File: src/sv/bcm_pkg.sv
`timescale 1ns / 1ps

package bcm_pkg;

	// Field widths
	localparam int COUNT_W  = 20;
	localparam int TARGET_W = 20;
	localparam int DEB_W    = 7;
	localparam int GAP_W    = 17;
	localparam int STALL_W  = 23;
	localparam int MODE_W   = 3;
	localparam int STATE_W  = 3;
	localparam int CFG_IDX_W  = 1;
	localparam int CFG_DATA_W = 20;

	// Queue between front and back
	localparam int QUEUE_DEPTH_DEF = 2;

	// Limits and timing constants
	localparam logic [COUNT_W-1:0]  COUNT_MAX    = {COUNT_W{1'b1}};
	localparam logic [GAP_W-1:0]    GAP_MAX      = {GAP_W{1'b1}};
	localparam logic [STALL_W-1:0]  STALL_MAX    = {STALL_W{1'b1}};
	localparam logic [STALL_W-1:0]  STALL_LIMIT  = STALL_W'(5000000);
	localparam logic [GAP_W-1:0]    MIN_GAP      = GAP_W'(500);
	localparam logic [GAP_W-1:0]    US_PER_MS    = GAP_W'(1000);
	localparam logic [TARGET_W-1:0] TARGET_MIN   = TARGET_W'(1);
	localparam logic [TARGET_W-1:0] TARGET_MAX   = TARGET_W'(999999);
	localparam logic [TARGET_W-1:0] TARGET_RESET = TARGET_W'(120);
	localparam logic [DEB_W-1:0]    DEB_MIN      = DEB_W'(1);
	localparam logic [DEB_W-1:0]    DEB_MAX      = DEB_W'(100);
	localparam logic [GAP_W-1:0]    THRESH_RESET = GAP_W'(5000);

	// Register indexes
	localparam logic [CFG_IDX_W-1:0] CFG_TARGET   = CFG_IDX_W'(0);
	localparam logic [CFG_IDX_W-1:0] CFG_DEBOUNCE = CFG_IDX_W'(1);

	// Run state codes as seen on the result
	localparam logic [STATE_W-1:0] RS_IDLE    = STATE_W'(0);
	localparam logic [STATE_W-1:0] RS_RUNNING = STATE_W'(1);
	localparam logic [STATE_W-1:0] RS_DONE    = STATE_W'(2);
	localparam logic [STATE_W-1:0] RS_STOPPED = STATE_W'(3);
	localparam logic [STATE_W-1:0] RS_ERROR   = STATE_W'(4);

	// Operator commands
	typedef enum logic [MODE_W-1:0] {
		CMD_NONE  = MODE_W'(0),
		CMD_START = MODE_W'(1),
		CMD_STOP  = MODE_W'(2),
		CMD_CLEAR = MODE_W'(3),
		CMD_ACK   = MODE_W'(4)
	} cmd_t;

	typedef struct packed {
		logic              sensor_edge;
		logic [MODE_W-1:0] mode;
	} in_item_t;

	typedef struct packed {
		logic [COUNT_W-1:0] pulse_count;
		logic [STATE_W-1:0] run_state;
		logic               motor_enable;
		logic               pulse_accepted;
	} out_item_t;

	// Classified tick as it sits in the queue
	typedef struct packed {
		logic sensor_edge;
		cmd_t cmd;
	} tick_t;

	typedef struct packed {
		logic full;
		logic empty;
	} queue_stat_t;

endpackage

File: src/sv/bcm_front.sv
`timescale 1ns / 1ps

module bcm_front (
	input  logic             in_valid,
	output logic             in_ready,
	input  bcm_pkg::in_item_t in_data,
	input  bcm_pkg::queue_stat_t q_stat,
	output logic             push,
	output bcm_pkg::tick_t   tick
);
	import bcm_pkg::*;

	assign in_ready = !q_stat.full;
	assign push     = in_valid && !q_stat.full;

	// map mode to a command; unknown codes act as no command
	always_comb begin
		tick.sensor_edge = in_data.sensor_edge;
		case (in_data.mode)
			CMD_START: tick.cmd = CMD_START;
			CMD_STOP:  tick.cmd = CMD_STOP;
			CMD_CLEAR: tick.cmd = CMD_CLEAR;
			CMD_ACK:   tick.cmd = CMD_ACK;
			default:   tick.cmd = CMD_NONE;
		endcase
	end

endmodule

File: src/sv/bcm_queue.sv
`timescale 1ns / 1ps

module bcm_queue #(
	parameter int DEPTH = bcm_pkg::QUEUE_DEPTH_DEF
) (
	input  logic                 clk,
	input  logic                 arst_n,
	input  logic                 push,
	input  bcm_pkg::tick_t       push_data,
	input  logic                 pop,
	output bcm_pkg::tick_t       head,
	output bcm_pkg::queue_stat_t q_stat
);
	import bcm_pkg::*;

	localparam int PTR_W = $clog2(DEPTH);
	localparam int CNT_W = $clog2(DEPTH + 1);
	localparam logic [PTR_W-1:0] LAST = PTR_W'(DEPTH - 1);

	tick_t            mem_q [DEPTH];
	logic [PTR_W-1:0] wr_ptr_q;
	logic [PTR_W-1:0] rd_ptr_q;
	logic [CNT_W-1:0] cnt_q;

	assign head         = mem_q[rd_ptr_q];
	assign q_stat.full  = (cnt_q == CNT_W'(DEPTH));
	assign q_stat.empty = (cnt_q == '0);

	always_ff @(posedge clk) begin
		if (push) begin
			mem_q[wr_ptr_q] <= push_data;
		end
	end

	always_ff @(posedge clk or negedge arst_n) begin
		if (!arst_n) begin
			wr_ptr_q <= '0;
			rd_ptr_q <= '0;
			cnt_q    <= '0;
		end else begin
			if (push) begin
				wr_ptr_q <= (wr_ptr_q == LAST) ? '0 : wr_ptr_q + 1'b1;
			end
			if (pop) begin
				rd_ptr_q <= (rd_ptr_q == LAST) ? '0 : rd_ptr_q + 1'b1;
			end
			if (push && !pop) begin
				cnt_q <= cnt_q + 1'b1;
			end else if (pop && !push) begin
				cnt_q <= cnt_q - 1'b1;
			end
		end
	end

endmodule

File: src/sv/bcm_back.sv
`timescale 1ns / 1ps

module bcm_back (
	input  logic                            clk,
	input  logic                            arst_n,
	input  logic                            cfg_we,
	input  logic [bcm_pkg::CFG_IDX_W-1:0]   cfg_index,
	input  logic [bcm_pkg::CFG_DATA_W-1:0]  cfg_data,
	input  logic                            item_valid,
	input  bcm_pkg::tick_t                  item,
	output logic                            pop,
	output logic                            out_valid,
	input  logic                            out_ready,
	output bcm_pkg::out_item_t              out_data
);
	import bcm_pkg::*;

	typedef enum logic [STATE_W-1:0] {
		S_IDLE    = RS_IDLE,
		S_RUNNING = RS_RUNNING,
		S_DONE    = RS_DONE,
		S_STOPPED = RS_STOPPED,
		S_ERROR   = RS_ERROR
	} state_t;

	state_t              state_q;
	logic                motor_q;
	logic [COUNT_W-1:0]  count_q;
	logic [GAP_W-1:0]    gap_q;
	logic [STALL_W-1:0]  stall_q;
	logic [TARGET_W-1:0] target_q;
	logic [GAP_W-1:0]    thresh_q;
	logic                out_valid_q;
	out_item_t           out_q;

	// configuration, clamped on write
	logic [TARGET_W-1:0] target_wr;
	logic [DEB_W-1:0]    deb_wr;
	logic [GAP_W-1:0]    thresh_wr;

	always_comb begin
		target_wr = cfg_data[TARGET_W-1:0];
		if (target_wr < TARGET_MIN) target_wr = TARGET_MIN;
		if (target_wr > TARGET_MAX) target_wr = TARGET_MAX;
		deb_wr = cfg_data[DEB_W-1:0];
		if (deb_wr < DEB_MIN) deb_wr = DEB_MIN;
		if (deb_wr > DEB_MAX) deb_wr = DEB_MAX;
		thresh_wr = GAP_W'(deb_wr) * US_PER_MS;
		if (thresh_wr < MIN_GAP) thresh_wr = MIN_GAP;
	end

	// one tick of work
	state_t              st_n;
	logic                motor_n;
	logic [COUNT_W-1:0]  count_cmd;
	logic [COUNT_W-1:0]  count_n;
	logic [GAP_W-1:0]    elapsed;
	logic [GAP_W-1:0]    gap_n;
	logic [STALL_W-1:0]  stall_n;
	logic                accept;

	always_comb begin
		st_n      = state_q;
		motor_n   = motor_q;
		count_cmd = count_q;
		stall_n   = (stall_q < STALL_MAX) ? stall_q + 1'b1 : stall_q;

		case (item.cmd)
			CMD_START: begin
				if (state_q != S_ERROR) begin
					if (state_q == S_DONE) count_cmd = '0;
					st_n    = S_RUNNING;
					motor_n = 1'b1;
					stall_n = '0;
				end
			end
			CMD_STOP: begin
				motor_n = 1'b0;
				if (state_q == S_RUNNING) st_n = S_STOPPED;
			end
			CMD_CLEAR: begin
				motor_n   = 1'b0;
				count_cmd = '0;
				st_n      = S_IDLE;
			end
			CMD_ACK: begin
				if (state_q == S_DONE) st_n = S_IDLE;
			end
			default: ;
		endcase

		elapsed = (gap_q < GAP_MAX) ? gap_q + 1'b1 : GAP_MAX;
		accept  = item.sensor_edge && (elapsed >= thresh_q);
		gap_n   = accept ? '0 : elapsed;
		count_n = (accept && count_cmd < COUNT_MAX) ? count_cmd + 1'b1 : count_cmd;

		if (count_n != count_q) stall_n = '0;
		if (st_n == S_RUNNING) begin
			if (count_n >= target_q) begin
				motor_n = 1'b0;
				st_n    = S_DONE;
			end else if (stall_n > STALL_LIMIT) begin
				motor_n = 1'b0;
				st_n    = S_ERROR;
			end
		end
	end

	// take the head when the result slot is free or drains this cycle
	assign pop       = item_valid && (!out_valid_q || out_ready);
	assign out_valid = out_valid_q;
	assign out_data  = out_q;

	always_ff @(posedge clk or negedge arst_n) begin
		if (!arst_n) begin
			state_q     <= S_IDLE;
			motor_q     <= 1'b0;
			count_q     <= '0;
			gap_q       <= GAP_MAX;
			stall_q     <= '0;
			target_q    <= TARGET_RESET;
			thresh_q    <= THRESH_RESET;
			out_valid_q <= 1'b0;
		end else begin
			if (cfg_we) begin
				case (cfg_index)
					CFG_TARGET:   target_q <= target_wr;
					CFG_DEBOUNCE: thresh_q <= thresh_wr;
					default: ;
				endcase
			end
			if (pop) begin
				state_q     <= st_n;
				motor_q     <= motor_n;
				count_q     <= count_n;
				gap_q       <= gap_n;
				stall_q     <= stall_n;
				out_valid_q <= 1'b1;
			end else if (out_ready) begin
				out_valid_q <= 1'b0;
			end
		end
	end

	always_ff @(posedge clk) begin
		if (pop) begin
			out_q.pulse_count    <= count_n;
			out_q.run_state      <= st_n;
			out_q.motor_enable   <= motor_n;
			out_q.pulse_accepted <= accept;
		end
	end

endmodule

File: src/sv/batch_counter_motor_controller.sv
`timescale 1ns / 1ps

// Preset batch counter with motor control. Each request is one microsecond
// tick carrying a raw sensor edge and an optional operator command (start,
// stop, reset, acknowledge); each request yields exactly one result with the
// pulse count, the run state, the motor enable and whether this tick's edge
// passed the debounce spacing of max(500 us, debounce_ms * 1 ms). The block
// takes one request per clock unless out_ready holds it back: a front
// decoder classifies the command, a small queue (QUEUE_DEPTH entries)
// decouples it from the back end, and the back end updates count, timers
// and run state per popped tick and holds the result in an output register.
// A request is held in the queue register, then its result in the output register.
// Configuration writes (target_count at index 0, debounce_ms at index 1)
// take effect at once, are clamped to their legal range, and must be done
// only while no request is in flight.
module batch_counter_motor_controller #(
	parameter int QUEUE_DEPTH = bcm_pkg::QUEUE_DEPTH_DEF
) (
	input  logic                           clk,
	input  logic                           arst_n,
	input  logic                           in_valid,
	output logic                           in_ready,
	input  bcm_pkg::in_item_t              in_data,
	output logic                           out_valid,
	input  logic                           out_ready,
	output bcm_pkg::out_item_t             out_data,
	input  logic                           cfg_we,
	input  logic [bcm_pkg::CFG_IDX_W-1:0]  cfg_index,
	input  logic [bcm_pkg::CFG_DATA_W-1:0] cfg_data
);
	import bcm_pkg::*;

	queue_stat_t q_stat;
	logic        push;
	logic        pop;
	tick_t       tick_in;
	tick_t       tick_head;

	// classify the command and gate the request against a full queue
	bcm_front u_front (
		.in_valid (in_valid),
		.in_ready (in_ready),
		.in_data  (in_data),
		.q_stat   (q_stat),
		.push     (push),
		.tick     (tick_in)
	);

	// hold classified ticks while the result side stalls
	bcm_queue #(
		.DEPTH (QUEUE_DEPTH)
	) u_queue (
		.clk       (clk),
		.arst_n    (arst_n),
		.push      (push),
		.push_data (tick_in),
		.pop       (pop),
		.head      (tick_head),
		.q_stat    (q_stat)
	);

	// advance counter, timers and run state, one tick per pop
	bcm_back u_back (
		.clk        (clk),
		.arst_n     (arst_n),
		.cfg_we     (cfg_we),
		.cfg_index  (cfg_index),
		.cfg_data   (cfg_data),
		.item_valid (!q_stat.empty),
		.item       (tick_head),
		.pop        (pop),
		.out_valid  (out_valid),
		.out_ready  (out_ready),
		.out_data   (out_data)
	);

	// the motor only runs while the run state says running
	a_motor_only_running: assert property (@(posedge clk) disable iff (!arst_n)
		(out_valid && out_data.motor_enable) |-> (out_data.run_state == RS_RUNNING))
		else $error("motor enabled outside running state");

	// a counted edge always leaves a nonzero count
	a_accept_nonzero: assert property (@(posedge clk) disable iff (!arst_n)
		(out_valid && out_data.pulse_accepted) |-> (out_data.pulse_count != '0))
		else $error("accepted pulse with zero count");

	// a waiting tick moves into a free result slot on the next edge
	a_back_drains: assert property (@(posedge clk) disable iff (!arst_n)
		(!q_stat.empty && !out_valid) |=> out_valid)
		else $error("back end idle while queue holds a tick");

endmodule

File: config.mk
export PLATFORM = sky130hd
export DESIGN_NAME = batch_counter_motor_controller
export DESIGN_NICKNAME = d
export VERILOG_FILES = /design/src/sv/bcm_pkg.sv /design/src/sv/bcm_front.sv /design/src/sv/bcm_queue.sv /design/src/sv/bcm_back.sv /design/src/sv/batch_counter_motor_controller.sv
export SDC_FILE = /design/constraint.sdc
export NUM_CORES = 1
export LEC_CHECK = 0
export BUFFER_PORTS_ARGS = -buffer_cell sky130_fd_sc_hd__buf_2
export CAP_MARGIN = 30
export CELL_PAD_IN_SITES_DETAIL_PLACEMENT = 0
export CELL_PAD_IN_SITES_GLOBAL_PLACEMENT = 1
export CORE_ASPECT_RATIO = 1.25
export CORE_UTILIZATION = 43
export CTS_CLUSTER_DIAMETER = 150
export CTS_CLUSTER_SIZE = 10
export DETAILED_ROUTE_END_ITERATION = 10
export HOLD_SLACK_MARGIN = 0.06
export PLACE_DENSITY_LB_ADDON = 0.05
export SLEW_MARGIN = 40
export SYNTH_ARGS = -nofsm -noshare
export SYNTH_HDL_FRONTEND = slang
export SYNTH_HIERARCHICAL = 1
export SYNTH_SLANG_ARGS = --single-unit
File: constraint.sdc
create_clock -name clk -period 5.1 [get_ports clk]
set_input_delay 0.765 -clock clk [delete_from_list [all_inputs] [get_ports clk]]
set_output_delay 0.765 -clock clk [all_outputs]
set_load 0.03 [all_outputs]
==> results of run 1 <==
## worst max-delay path: stages (launching register included)
cell      delay [ns]
dfstp_2         0.53
and4_4          0.26
and4_4          0.22
and2_4          0.16
buf_6           0.12
nand2_4         0.05
xor2_2          0.18
nand2_2         0.09
ha_4            0.27
nand4_1         0.12
nor4_2          0.29
o311ai_1        0.16
o211ai_1        0.20
buf_4           0.17
nand2_4         0.05
or3_4           0.40
nor2_4          0.13
xnor2_2         0.14
nor2_2          0.07
ha_1            0.31
a21o_1          0.19
a21oi_2         0.19
nand3_1         0.12
a221oi_2        0.27
buf_4           0.16
o21ai_4         0.10
o311ai_2        0.27
a22o_1          0.17
## worst paths after layout
| check | startpoint | endpoint | depth (start not counted) |
|---|---|---|---|
| setup reg to reg | u_back/gap_q[4]$_DFFE_PN1P_ | u_back/state_q[0]$_DFFE_PN0P_ | 27 |
| hold / removal | arst_n | u_back/stall_q[20]$_DFFE_PN0P_ | 1 |
| min in group clk | u_queue/wr_ptr_q$_DFFE_PN0P_ | u_queue/wr_ptr_q$_DFFE_PN0P_ | 1 |
| hold reg to reg | u_queue/wr_ptr_q$_DFFE_PN0P_ | u_queue/wr_ptr_q$_DFFE_PN0P_ | 1 |
| setup / recovery | u_back/gap_q[4]$_DFFE_PN1P_ | u_back/state_q[0]$_DFFE_PN0P_ | 27 |
| max in group asynchronous | arst_n | u_back/count_q[1]$_DFFE_PN0P_ | 2 |
## synth_stat cells, types with 5 or more instances
| cell type | count | area share (%) |
|---|---|---|
| xor2_1 | 29 | 2.7 |
| o31ai_1 | 21 | 1.6 |
| xnor2_1 | 18 | 1.6 |
| nor3_1 | 16 | 0.84 |
| dfrtp_1 | 78 | 20 |
| dfstp_2 | 26 | 7.1 |
| a21o_1 | 10 | 0.79 |
| nor2b_1 | 6 | 0.39 |
| clkbuf_1 | 31 | 1.2 |
| a22oi_1 | 6 | 0.47 |
| nand4_1 | 33 | 2.2 |
| o21bai_1 | 5 | 0.39 |
| and2_1 | 9 | 0.59 |
| o21a_1 | 6 | 0.47 |
| a22o_1 | 8 | 0.73 |
| nor4_1 | 11 | 0.72 |
| nor2_1 | 73 | 2.9 |
| mux2_2 | 7 | 0.82 |
| ha_1 | 74 | 9.7 |
| or3_1 | 6 | 0.39 |
| fa_1 | 18 | 3.8 |
| buf_2 | 8 | 0.42 |
| and3_1 | 18 | 1.2 |
| inv_1 | 78 | 3.1 |
| nand3_1 | 39 | 2.0 |
| a31oi_1 | 11 | 0.72 |
| o21ai_0 | 66 | 3.5 |
| a211oi_1 | 6 | 0.47 |
| a21oi_1 | 72 | 3.8 |
| nand2_1 | 142 | 5.6 |
| edfxtp_1 | 33 | 10 |
| nand2b_1 | 6 | 0.39 |
| and4_1 | 5 | 0.46 |
## sequential cells by signal (all words and copies together) (netlist names), 2 cells and up
| signal | flops |
|---|---|
| u_queue/mem_q | 8 |
| u_back/thresh_q | 15 |
| u_back/out_data | 25 |
| u_back/stall_q | 23 |
| u_queue/cnt_q | 2 |
| u_back/state_q | 3 |
| u_back/gap_q | 17 |
| u_back/target_q | 20 |
| u_back/count_q | 20 |
## cell families (layout without fill, tap and decap cells)
logic type | count (synthesis) | in the layout
xor gates and xnor gates | 47 | 47
adders and majority gates | 92 | 92
muxes | 9 | 9
AOI/OAI and AO/OA | 252 | 252
and+or+nand+nor | 396 | 396
buffers and inverters | 129 | 327
DFF | 137 | 137
## final cells by class
type                       instances  area (um^2)  area share (%)
clock buffer                      17          425            3.50
multi-input combinational        796         5770            47.5
sequential                       137         3630            29.8
timing repair buffer             215         1500            12.4
clock inverter                    15          174            1.43
tap                              279          349            2.87
inverter                          80          303            2.49
## per-stage QoR
step	area [um^2]	setup WS (ns)	instances
finish	12200	-0.377	1539
global route	12200	-0.662	1539
CTS	11900	-0.279	1531
detailed placement	11000	-0.652	1486
global placement	11000	-0.561	1486
floorplan	9620	-0.282	1062
## cells in the final DEF (no fill, tap or decap), types with 7 or more instances in the layout
| cell | count |
|---|---|
| ha_1 | 69 |
| dfstp_2 | 26 |
| buf_2 | 54 |
| nand4_1 | 33 |
| nand3_1 | 36 |
| edfxtp_1 | 33 |
| a21o_1 | 10 |
| xnor2_1 | 15 |
| inv_1 | 75 |
| clkbuf_16 | 17 |
| a21oi_1 | 65 |
| nand2_1 | 133 |
| nand2_2 | 7 |
| nor4_1 | 10 |
| buf_4 | 155 |
| xor2_1 | 27 |
| fa_1 | 18 |
| dfrtp_1 | 78 |
| nor2_1 | 68 |
| nor3_1 | 13 |
| o31ai_1 | 21 |
| and3_1 | 17 |
| a31oi_1 | 8 |
| a22o_1 | 8 |
| and2_1 | 7 |
| o21ai_0 | 61 |
## power groups by stage
stage / Clock [mW] / Sequential (mW) / Combinational, mW
after CTS: 1.27 / 1.54 / 2.35
after detailed placement: 0 / 1.56 / 2.23
after global placement: 0 / 1.55 / 2.23
after global routing: 1.31 / 1.57 / 2.77
after floorplan: 0 / 1.70 / 1.28
final: 1.23 / 1.54 / 2.49
## timing repair
item,in CTS,in global routing
pin swaps,41,40
endpoints found under the setup margin,14,17
resized for setup,38,37
hold buffers,0,0
buffers inserted,13,9
## layer usage
layer	share of wire (%)	up-vias
li1	-	4162
met1	45	3992
met2	51	115
met3	2.3	30
met4	1.8	0
met5	0	-
==> flow_summary.toml, run 1 <==
[run_status]
status = "complete, but fails checks"
violations = "setup timing"

[timing]
fin_skew_ns = 0.0139
post-route-min-period_ns = 5.48
slew_viol_final = 0
setup_tns_ns = -2.52
rsz0062_at_grt = "true"
worst_pin_slew_ns = 0.725
max_freq_mhz = 183
fin_crit_sh_pct = 107
slew_headroom_pct = 51.3
fin_hold_ws_ns = 0.381
layout_setup_ws_ns = -0.377
hold_violations = 0
final-setup-viol-count = 12

[layout]
fillers = 2028
fin_util_pct = 56.0
layout-drive-gt1-share_pct = 30.0
antennaDiodeCount = 0
fin_nets = 1369
areaGrowthSynthToFinish_pct = 27.1

[routing]
first_iter_violations = 333
route.detailed.drc = 0
via_per_inst = 5.39
routedWlPerCell_um = 15.8
wirelength_um = 24400
drt-pass1-iter-count = 4
vias = 8299
ant_nets = 0

[setup_path]
reg2reg_slack_ns = -0.38
crit_type = "reg2reg"
critical_path_required_ns = 5.46
start_kind = "flop"
arrival_ns = 5.84
worstSetupEndpointType = "flop"
crit_fanout = 5

[grt]
globalRouteMet3Util_pct = 3.74
grt_max_degree = 84
grt_pass1_wl_um = 40900
grt_usage_pct = 22.7
use_met1_pct = 27.7
grt_overflow_total = 0
antenna_found_initial = 0
grt.busiest_layer = "met2"
grt_pass1_vias = 8442
grt_use_met2_pct = 39.7

[die]
start_util_pct = 44.1
io-pin-count = 57
die_y_um = 169
die-area_um2 = 22800
fp.coreArea_um2 = 21700
rows = 60
die_x_um = 135

[synthesis]
synth_area_um2 = 9560
synthSimpleGateAreaFrac_pct = 20.7
synthCells = 1062
ys_seq_area_share_pct = 37.9
synth_top_family_by_area = "simple AND/OR/NAND/NOR gates"
synth_adder_area_share_pct = 13.5
synth_fp_nets = 1184
async_reset_ff_share_pct = 75.9
synth-edff-count = 33
synth_compound_area_share_pct = 16.8
yosysWarnings = 6
ys_ff_latch = 137
synthXorXnorAreaFrac_pct = 4.31
synthFlopType = "dfrtp_1"
synthMuxAreaShare_pct = 1.03
synth.avg_cell_area_um2 = 9.00
ys_types = 84

[power]
leakagePower_nw = 5.60
power.share.sequential_pct = 29.3
p_per_area_nw_per_um2 = 433
irDropWorstVdd_mv = 0.504
clkPwrFrac_pct = 23.4
p_int_mw = 3.16
finalPower_mw = 5.26
power.switching_mw = 2.10
netSwitchingFraction_pct = 39.9
combPwrFrac_pct = 47.3

[clock_tree]
cts_tree = "yes"
clockRootBuffer = "clkbuf_16"
max-clock-path-buffers = 2
htree_levels = 4
clk_transition_reported_paths_ns = 0.07
cts.sinks = 137
worstSkewPairLatency_ns = 0.43
numCtsBuffers = 17

[placement]
hpwl_um = 17600
portBuffers = 56
gp_congestion = 0.827

[hold_path]
hold_path.class = "in2async"

[job]
max_cap_viol_count = 0
Note: power is estimated with default switching activity, not from simulation.
==> inputs of run 2 (changes only) <==
--- a/config.mk
+++ b/config.mk
@@ -10,6 +10,7 @@
 export CELL_PAD_IN_SITES_DETAIL_PLACEMENT = 0
 export CELL_PAD_IN_SITES_GLOBAL_PLACEMENT = 1
 export CORE_ASPECT_RATIO = 1.25
+export CORE_MARGIN = 1.5
 export CORE_UTILIZATION = 43
 export CTS_CLUSTER_DIAMETER = 150
 export CTS_CLUSTER_SIZE = 10
==> constraint.sdc (replaced) <==
create_clock -name clk -period 4.94 [get_ports clk]
set_input_delay 0.741 -clock clk [delete_from_list [all_inputs] [get_ports clk]]
set_output_delay 0.741 -clock clk [all_outputs]
set_load 0.03 [all_outputs]
==> run 2 against run 1 <==
  * The flow still finishes with violations (setup timing)
  * Global-route usage fell by 0.12 points
  * Final cell count grew 0.91%
  * Clock skew about the same
  * Worst hold slack got worse by 0.075 ns
  * Combinational power grew 3%
  * Maximum frequency up 3.1%
  * Critical endpoint is now u_back/state_q[2]$_DFFE_PN0P_
  * Largest power group unchanged
==> flow_summary.toml, run 2 (synthesis gave the netlist of run 1 again) <==
[run_status]
status = "complete, but fails checks"
violations = "setup timing"

[layout]
fillers = 2010
final_cell_mix = "buf_4, nand2_1, dfrtp_1"
largest_reg_flops = 25
fin_nets = 1383
final_common_cell = "buf_4"
layout-drive-gt1-share_pct = 31.7
fin_util_pct = 57.0
multi_input_area_um2 = 5880
regArea_um2 = 3630
layoutNonFillerInstCount = 1553
areaGrowthSynthToFinish_pct = 29.4
antennaDiodeCount = 0

[timing]
setup_tns_ns = -3.19
hold_violations = 0
max_freq_mhz = 188
worst_pin_slew_ns = 0.710
rsz0062_at_grt = "true"
final-setup-viol-count = 14
slew_viol_final = 0
fin_crit_sh_pct = 108
layout_setup_ws_ns = -0.374
fin_hold_ws_ns = 0.306
fin_skew_ns = 0.0142
slew_headroom_pct = 52.5
post-route-min-period_ns = 5.31

[job]
max_cap_viol_count = 0

[routing]
via_per_inst = 5.35
drt-pass1-iter-count = 4
ant_nets = 0
routedWlPerCell_um = 15.7
vias = 8306
wirelength_um = 24300
route.detailed.drc = 0
first_iter_violations = 351

[placement]
placed_cells = 1495
place_ws_ns = -0.748
gp_congestion = 0.815
portBuffers = 56
hpwl_um = 17800

[clock_tree]
numCtsBuffers = 17
max-clock-path-buffers = 2
cts.sinks = 137
worstSkewPairLatency_ns = 0.43
htree_levels = 4
clk_transition_reported_paths_ns = 0.07
cts_hold_buf = 0
cts_tree = "yes"
clockRootBuffer = "clkbuf_16"

[grt]
grt_max_degree = 84
use_met1_pct = 27.7
grt_usage_pct = 22.5
grt_pass1_wl_um = 41300
grt_use_met2_pct = 39.8
grt_overflow_total = 0
antenna_found_initial = 0
grt.busiest_layer = "met2"
grt_pass1_vias = 8422
globalRouteMet3Util_pct = 4.15

[die]
start_util_pct = 44.1
io-pin-count = 57
fp.coreArea_um2 = 21700
rows = 60
die_x_um = 136
die-area_um2 = 23100
die_y_um = 170

[setup_path]
r2r_start = "u_back/gap_q[3]$_DFFE_PN1P_"
critical_path_required_ns = 5.27
crit_type = "reg2reg"
arrival_ns = 5.64
start_kind = "flop"
r2r_end = "u_back/state_q[2]$_DFFE_PN0P_"
crit_fanout = 4
reg2reg_slack_ns = -0.37
r2r_cells = 27
worstSetupEndpointType = "flop"

[power]
leakagePower_nw = 5.64
irDropWorstVdd_mv = 0.663
p_per_area_nw_per_um2 = 440

[hold_path]
hold_path.class = "in2async"
run 2: worst max-delay path: stages (launching register included):
cell,delay (ns)
dfstp_2,0.53
and4_4,0.26
and4_1,0.20
and2_4,0.17
buf_6,0.11
nand2_4,0.05
xor2_2,0.18
nand2_2,0.09
ha_4,0.27
nand4_1,0.13
nor4_2,0.27
o311ai_1,0.14
o211ai_1,0.19
buf_4,0.16
nand2_2,0.06
or3_4,0.35
nor2_4,0.11
xnor2_2,0.14
nor2_2,0.09
ha_1,0.33
a21o_1,0.17
a21oi_2,0.16
nand3_1,0.11
a221oi_2,0.34
o21ai_4,0.18
buf_4,0.17
buf_6,0.11
o31ai_4,0.16
run 2: through the flow:
step | instance area (um^2) | power [mW]
6_report | 12400 | 5.44
3_3_place_gp | 11100 | 3.92
3_5_place_dp | 11100 | 3.95
4_1_cts | 12100 | 5.38
5_1_grt | 12400 | 5.85
2_1_floorplan | 9660 | 3.08
run 2: where the power goes:
group / total [mW] / leakage (nW) / switching (mW) / internal (mW)
Clock: 1.28 / 0.279 / 0.553 / 0.727
Combinational: 2.57 / 3.76 / 1.45 / 1.12
Sequential: 1.59 / 1.60 / 0.130 / 1.46
Total: 5.44 / 5.64 / 2.13 / 3.30
run 2: final cells by class:
| cell class | count | share of cell area, % |
|---|---|---|
| Multi-Input combinational cell | 796 | 47.5 |
| Sequential cell | 137 | 29.3 |
| Timing Repair Buffer | 229 | 13.1 |
| Clock buffer | 18 | 3.55 |
| Tap cell | 279 | 2.82 |
| Inverter | 80 | 2.45 |
| Clock inverter | 14 | 1.24 |
run 2: repair_timing:
item                                    in CTS  in global routing
setup buffers                               15                 12
resized for setup                           49                 37
cloned                                       0                  0
pin swaps                                   56                 48
endpoints found under the setup margin      17                 17
run 2: worst max-delay path by stage:
stage,start,endpoint,slack (ns),depth (start not counted)
after floorplan,cfg_data[2],u_back/thresh_q[8]$_DFFE_PN1P_,-0.42,20
after global placement,cfg_data[2],u_back/thresh_q[7]$_DFFE_PN1P_,-0.61,20
after detailed placement,cfg_data[2],u_back/thresh_q[6]$_DFFE_PN0P_,-0.75,20
after CTS,u_back/gap_q[5]$_DFFE_PN1P_,u_back/state_q[0]$_DFFE_PN0P_,-0.37,24
after global routing,u_back/gap_q[3]$_DFFE_PN1P_,u_back/state_q[0]$_DFFE_PN0P_,-0.70,25
final,u_back/gap_q[3]$_DFFE_PN1P_,u_back/state_q[2]$_DFFE_PN0P_,-0.37,27
run 2: metal layers:
metal  vias up  wire length [um]  part of all wire [%]
met5         -                 0                     0
met4         0               504                   2.1
li1       4192                 -                     -
met3        33               749                   3.1
met2       130             12300                    50
met1      3951             10800                    44
==> inputs of run 3 (changes only) <==
--- a/config.mk
+++ b/config.mk
@@ -5,13 +5,14 @@
 export SDC_FILE = /design/constraint.sdc
 export NUM_CORES = 1
 export LEC_CHECK = 0
+export ABC_AREA = 1
 export BUFFER_PORTS_ARGS = -buffer_cell sky130_fd_sc_hd__buf_2
 export CAP_MARGIN = 30
 export CELL_PAD_IN_SITES_DETAIL_PLACEMENT = 0
 export CELL_PAD_IN_SITES_GLOBAL_PLACEMENT = 1
 export CORE_ASPECT_RATIO = 1.25
 export CORE_MARGIN = 1.5
-export CORE_UTILIZATION = 43
+export CORE_UTILIZATION = 42
 export CTS_CLUSTER_DIAMETER = 150
 export CTS_CLUSTER_SIZE = 10
 export DETAILED_ROUTE_END_ITERATION = 10
==> run 3 against run 2 <==
  * The flow still finishes with violations (setup timing)
  * Clock-buffer cell count up 2
  * Core utilization fell by 0.068 points
  * Sequential share of layout area fell by 1.8 points
  * Critical path depth grew 9
  * Final cell count up 20%
  * Power increased by 39%
  * Non-clock buffer count increased by 2
  * Maximum frequency shrank 4.6%
  * Synthesized cell count grew 26%
  * Critical path type unchanged
  * Critical endpoint is now u_back/out_data[2]$_DFFE_PP_
==> flow_summary.toml, run 3 <==
[clock_tree]
clk_transition_reported_paths_ns = 0.06
numCtsBuffers = 17
worstSkewPairLatency_ns = 0.43
cts_tree = "yes"
cts.sinks = 137
max-clock-path-buffers = 2
clockRootBuffer = "clkbuf_16"
htree_levels = 4

[power]
power.share.sequential_pct = 22.8
irDropWorstVdd_mv = 0.430
p_int_mw = 4.30
p_per_area_nw_per_um2 = 576
combPwrFrac_pct = 60.6
netSwitchingFraction_pct = 43.3
clkPwrFrac_pct = 16.6
power.switching_mw = 3.28
leakagePower_nw = 6.56
finalPower_mw = 7.58

[setup_path]
start_kind = "flop"
cp_common_cell = "inv_2"
crit_family = "simple AND/OR/NAND/NOR gates"
arrival_ns = 5.75
cp_num_buf_inv = 9
slowest_stage = "dfstp_2"
crit_path_max_incr_delay_ns = 0.55
crit_type = "reg2reg"
crit_fanout = 6
critical_path_required_ns = 5.12
worstSetupEndpointType = "flop"

[die]
fp.coreArea_um2 = 23100
die_x_um = 141
die_y_um = 175
start_util_pct = 43.1
rows = 62
io-pin-count = 57
die-area_um2 = 24700

[grt]
grt_max_degree = 66
grt_pass1_vias = 9263
antenna_found_initial = 0
grt_overflow_total = 0
grt_usage_pct = 23.9
grt_pass1_wl_um = 46000

[timing]
post-route-min-period_ns = 5.57
rsz0062_at_grt = "true"
worst_pin_slew_ns = 0.795
fin_skew_ns = 0.00953
max_freq_mhz = 180
fin_crit_sh_pct = 113
slew_headroom_pct = 46.9
setup_tns_ns = -6.31
fin_hold_ws_ns = 0.319
slew_viol_final = 0
layout_setup_ws_ns = -0.631
hold_violations = 0
final-setup-viol-count = 15

[layout]
largest_reg_flops = 25
layout-drive-gt1-share_pct = 28.9
final_common_cell = "nand2_1"
final_cell_mix = "nand2_1, inv_1, buf_4"
fillers = 2226
regArea_um2 = 3630
fin_area_um2 = 13200
antennaDiodeCount = 0
fin_nets = 1680
multi_input_area_um2 = 5890
areaGrowthSynthToFinish_pct = 32.1

[run_status]
violations = "setup timing"
status = "complete, but fails checks"

[synthesis]
synth_top_area_share_pct = 19.6
async_reset_ff_share_pct = 75.9
yosys.area.top_type = "dfrtp_1"
synth.avg_cell_area_um2 = 7.47
ys_seq_area_share_pct = 36.4
ys_types = 50
synthCells = 1334
ys_ff_latch = 137
synth_common_cells = "nand2_1, inv_1, nor2_1"
synthFlopType = "dfrtp_1"
yosysMostFrequentCell = "nand2_1"
synth_area_leaders = "dfrtp_1, nand2_1, edfxtp_1"
synth_fp_nets = 1456
yosysWarnings = 6
synth-edff-count = 33
synth_area_um2 = 9960

[placement]
gp_congestion = 0.894
place_area_um2 = 11700
portBuffers = 56
hpwl_um = 21300

[routing]
route.detailed.drc = 0
ant_nets = 0
drt-pass1-iter-count = 5
vias = 9288
via_per_inst = 5.00
wl_met3_um = 665
wl_met1_um = 12300
first_iter_violations = 531
wirelength_um = 28500
routedWlPerCell_um = 15.3
top_layer = "met4"
wl_met2_um = 14900

[hold_path]
hold_path.class = "in2async"

[job]
max_cap_viol_count = 0
## run 3: cell types whose count changed in the layout (fill, tap and decap cells not counted), sizes merged, moves of 28 or more
cell	delta
inv	+177
nand3	+44
o21ai	+28
nor2	+83
a21oi	-29
nand2	+133
## run 3: worst reg2reg max path: cells and delay by family (launching register included)
kind / cells / cell delay, ns
DFF: 1 / 0.55
adders and majority gates: 3 / 0.66
and+or+nand+nor: 15 / 2.04
AOI/OAI and AO/OA: 9 / 1.45
buffers and inverters: 9 / 0.63
## run 3: timing repair
item / in CTS / in global routing
gates cloned: 2 / 0
endpoints found under the setup margin: 20 / 41
buffers inserted: 20 / 8
pin swaps: 38 / 64
resized for setup: 73 / 97
hold buffers: 0 / 0
## run 3: logic make-up (layout without fill, tap and decap cells)
logic type / after synthesis / count (layout) / synth area share [%]
fa+ha+maj: 92 / 92 / 12.9
simple gates: 589 / 589 / 25.6
compound gates: 186 / 186 / 10.2
xor+xnor: 36 / 36 / 3.17
flops: 137 / 137 / 36.4
buf+inv: 290 / 527 / 11.2
mux: 4 / 4 / 0.452
## run 3: worst paths after layout
check	slack [ns]	end	startpoint	cells past startpoint
max in group asynchronous	3.61	u_back/target_q[3]$_DFFE_PN1P_	arst_n	2
worst min register to register	0.48	u_back/motor_q$_DFFE_PN0P_	u_back/motor_q$_DFFE_PN0P_	2
min in group clk	0.48	u_back/motor_q$_DFFE_PN0P_	u_back/motor_q$_DFFE_PN0P_	2
worst max register to register	-0.63	u_back/out_data[2]$_DFFE_PP_	u_back/gap_q[1]$_DFFE_PN1P_	36
worst min-delay path	0.32	u_back/stall_q[0]$_DFFE_PN0P_	arst_n	1
worst max-delay path	-0.63	u_back/out_data[2]$_DFFE_PP_	u_back/gap_q[1]$_DFFE_PN1P_	36
## run 3: cell type report
type | count | area share, %
multi-input cells | 907 | 44.7
flip-flops and latches | 137 | 27.6
repair buffers | 231 | 13.0
inverters | 263 | 7.60
clock buffers | 20 | 3.47
well taps | 288 | 2.74
clock inverters | 12 | 0.894
repair inverters | 1 | 0.0475
## run 3: per-layer routing
layer	up-vias	GRT usage, %
met2	138	43.5
li1	4756	-
met4	0	8.42
met3	34	3.45
met1	4360	28.7
met5	-	0
## run 3: metrics by stage
step           cells  utilization [%]  setup slack [ns]
2_1_floorplan   1334                -            -0.332
3_3_place_gp    1800             50.7            -0.944
3_5_place_dp    1800             50.7            -0.972
4_1_cts         1853             55.2            -0.487
5_1_grt         1859             56.9             -1.06
6_report        1859             56.9            -0.631
## run 3: power groups by stage
stage,logic (mW),registers (mW),clock network [mW]
CTS,4.16,1.72,1.28
detailed placement,3.62,1.74,0
global route,5.02,1.76,1.33
finish,4.59,1.72,1.26
global placement,3.60,1.73,0
floorplan,1.93,1.91,0
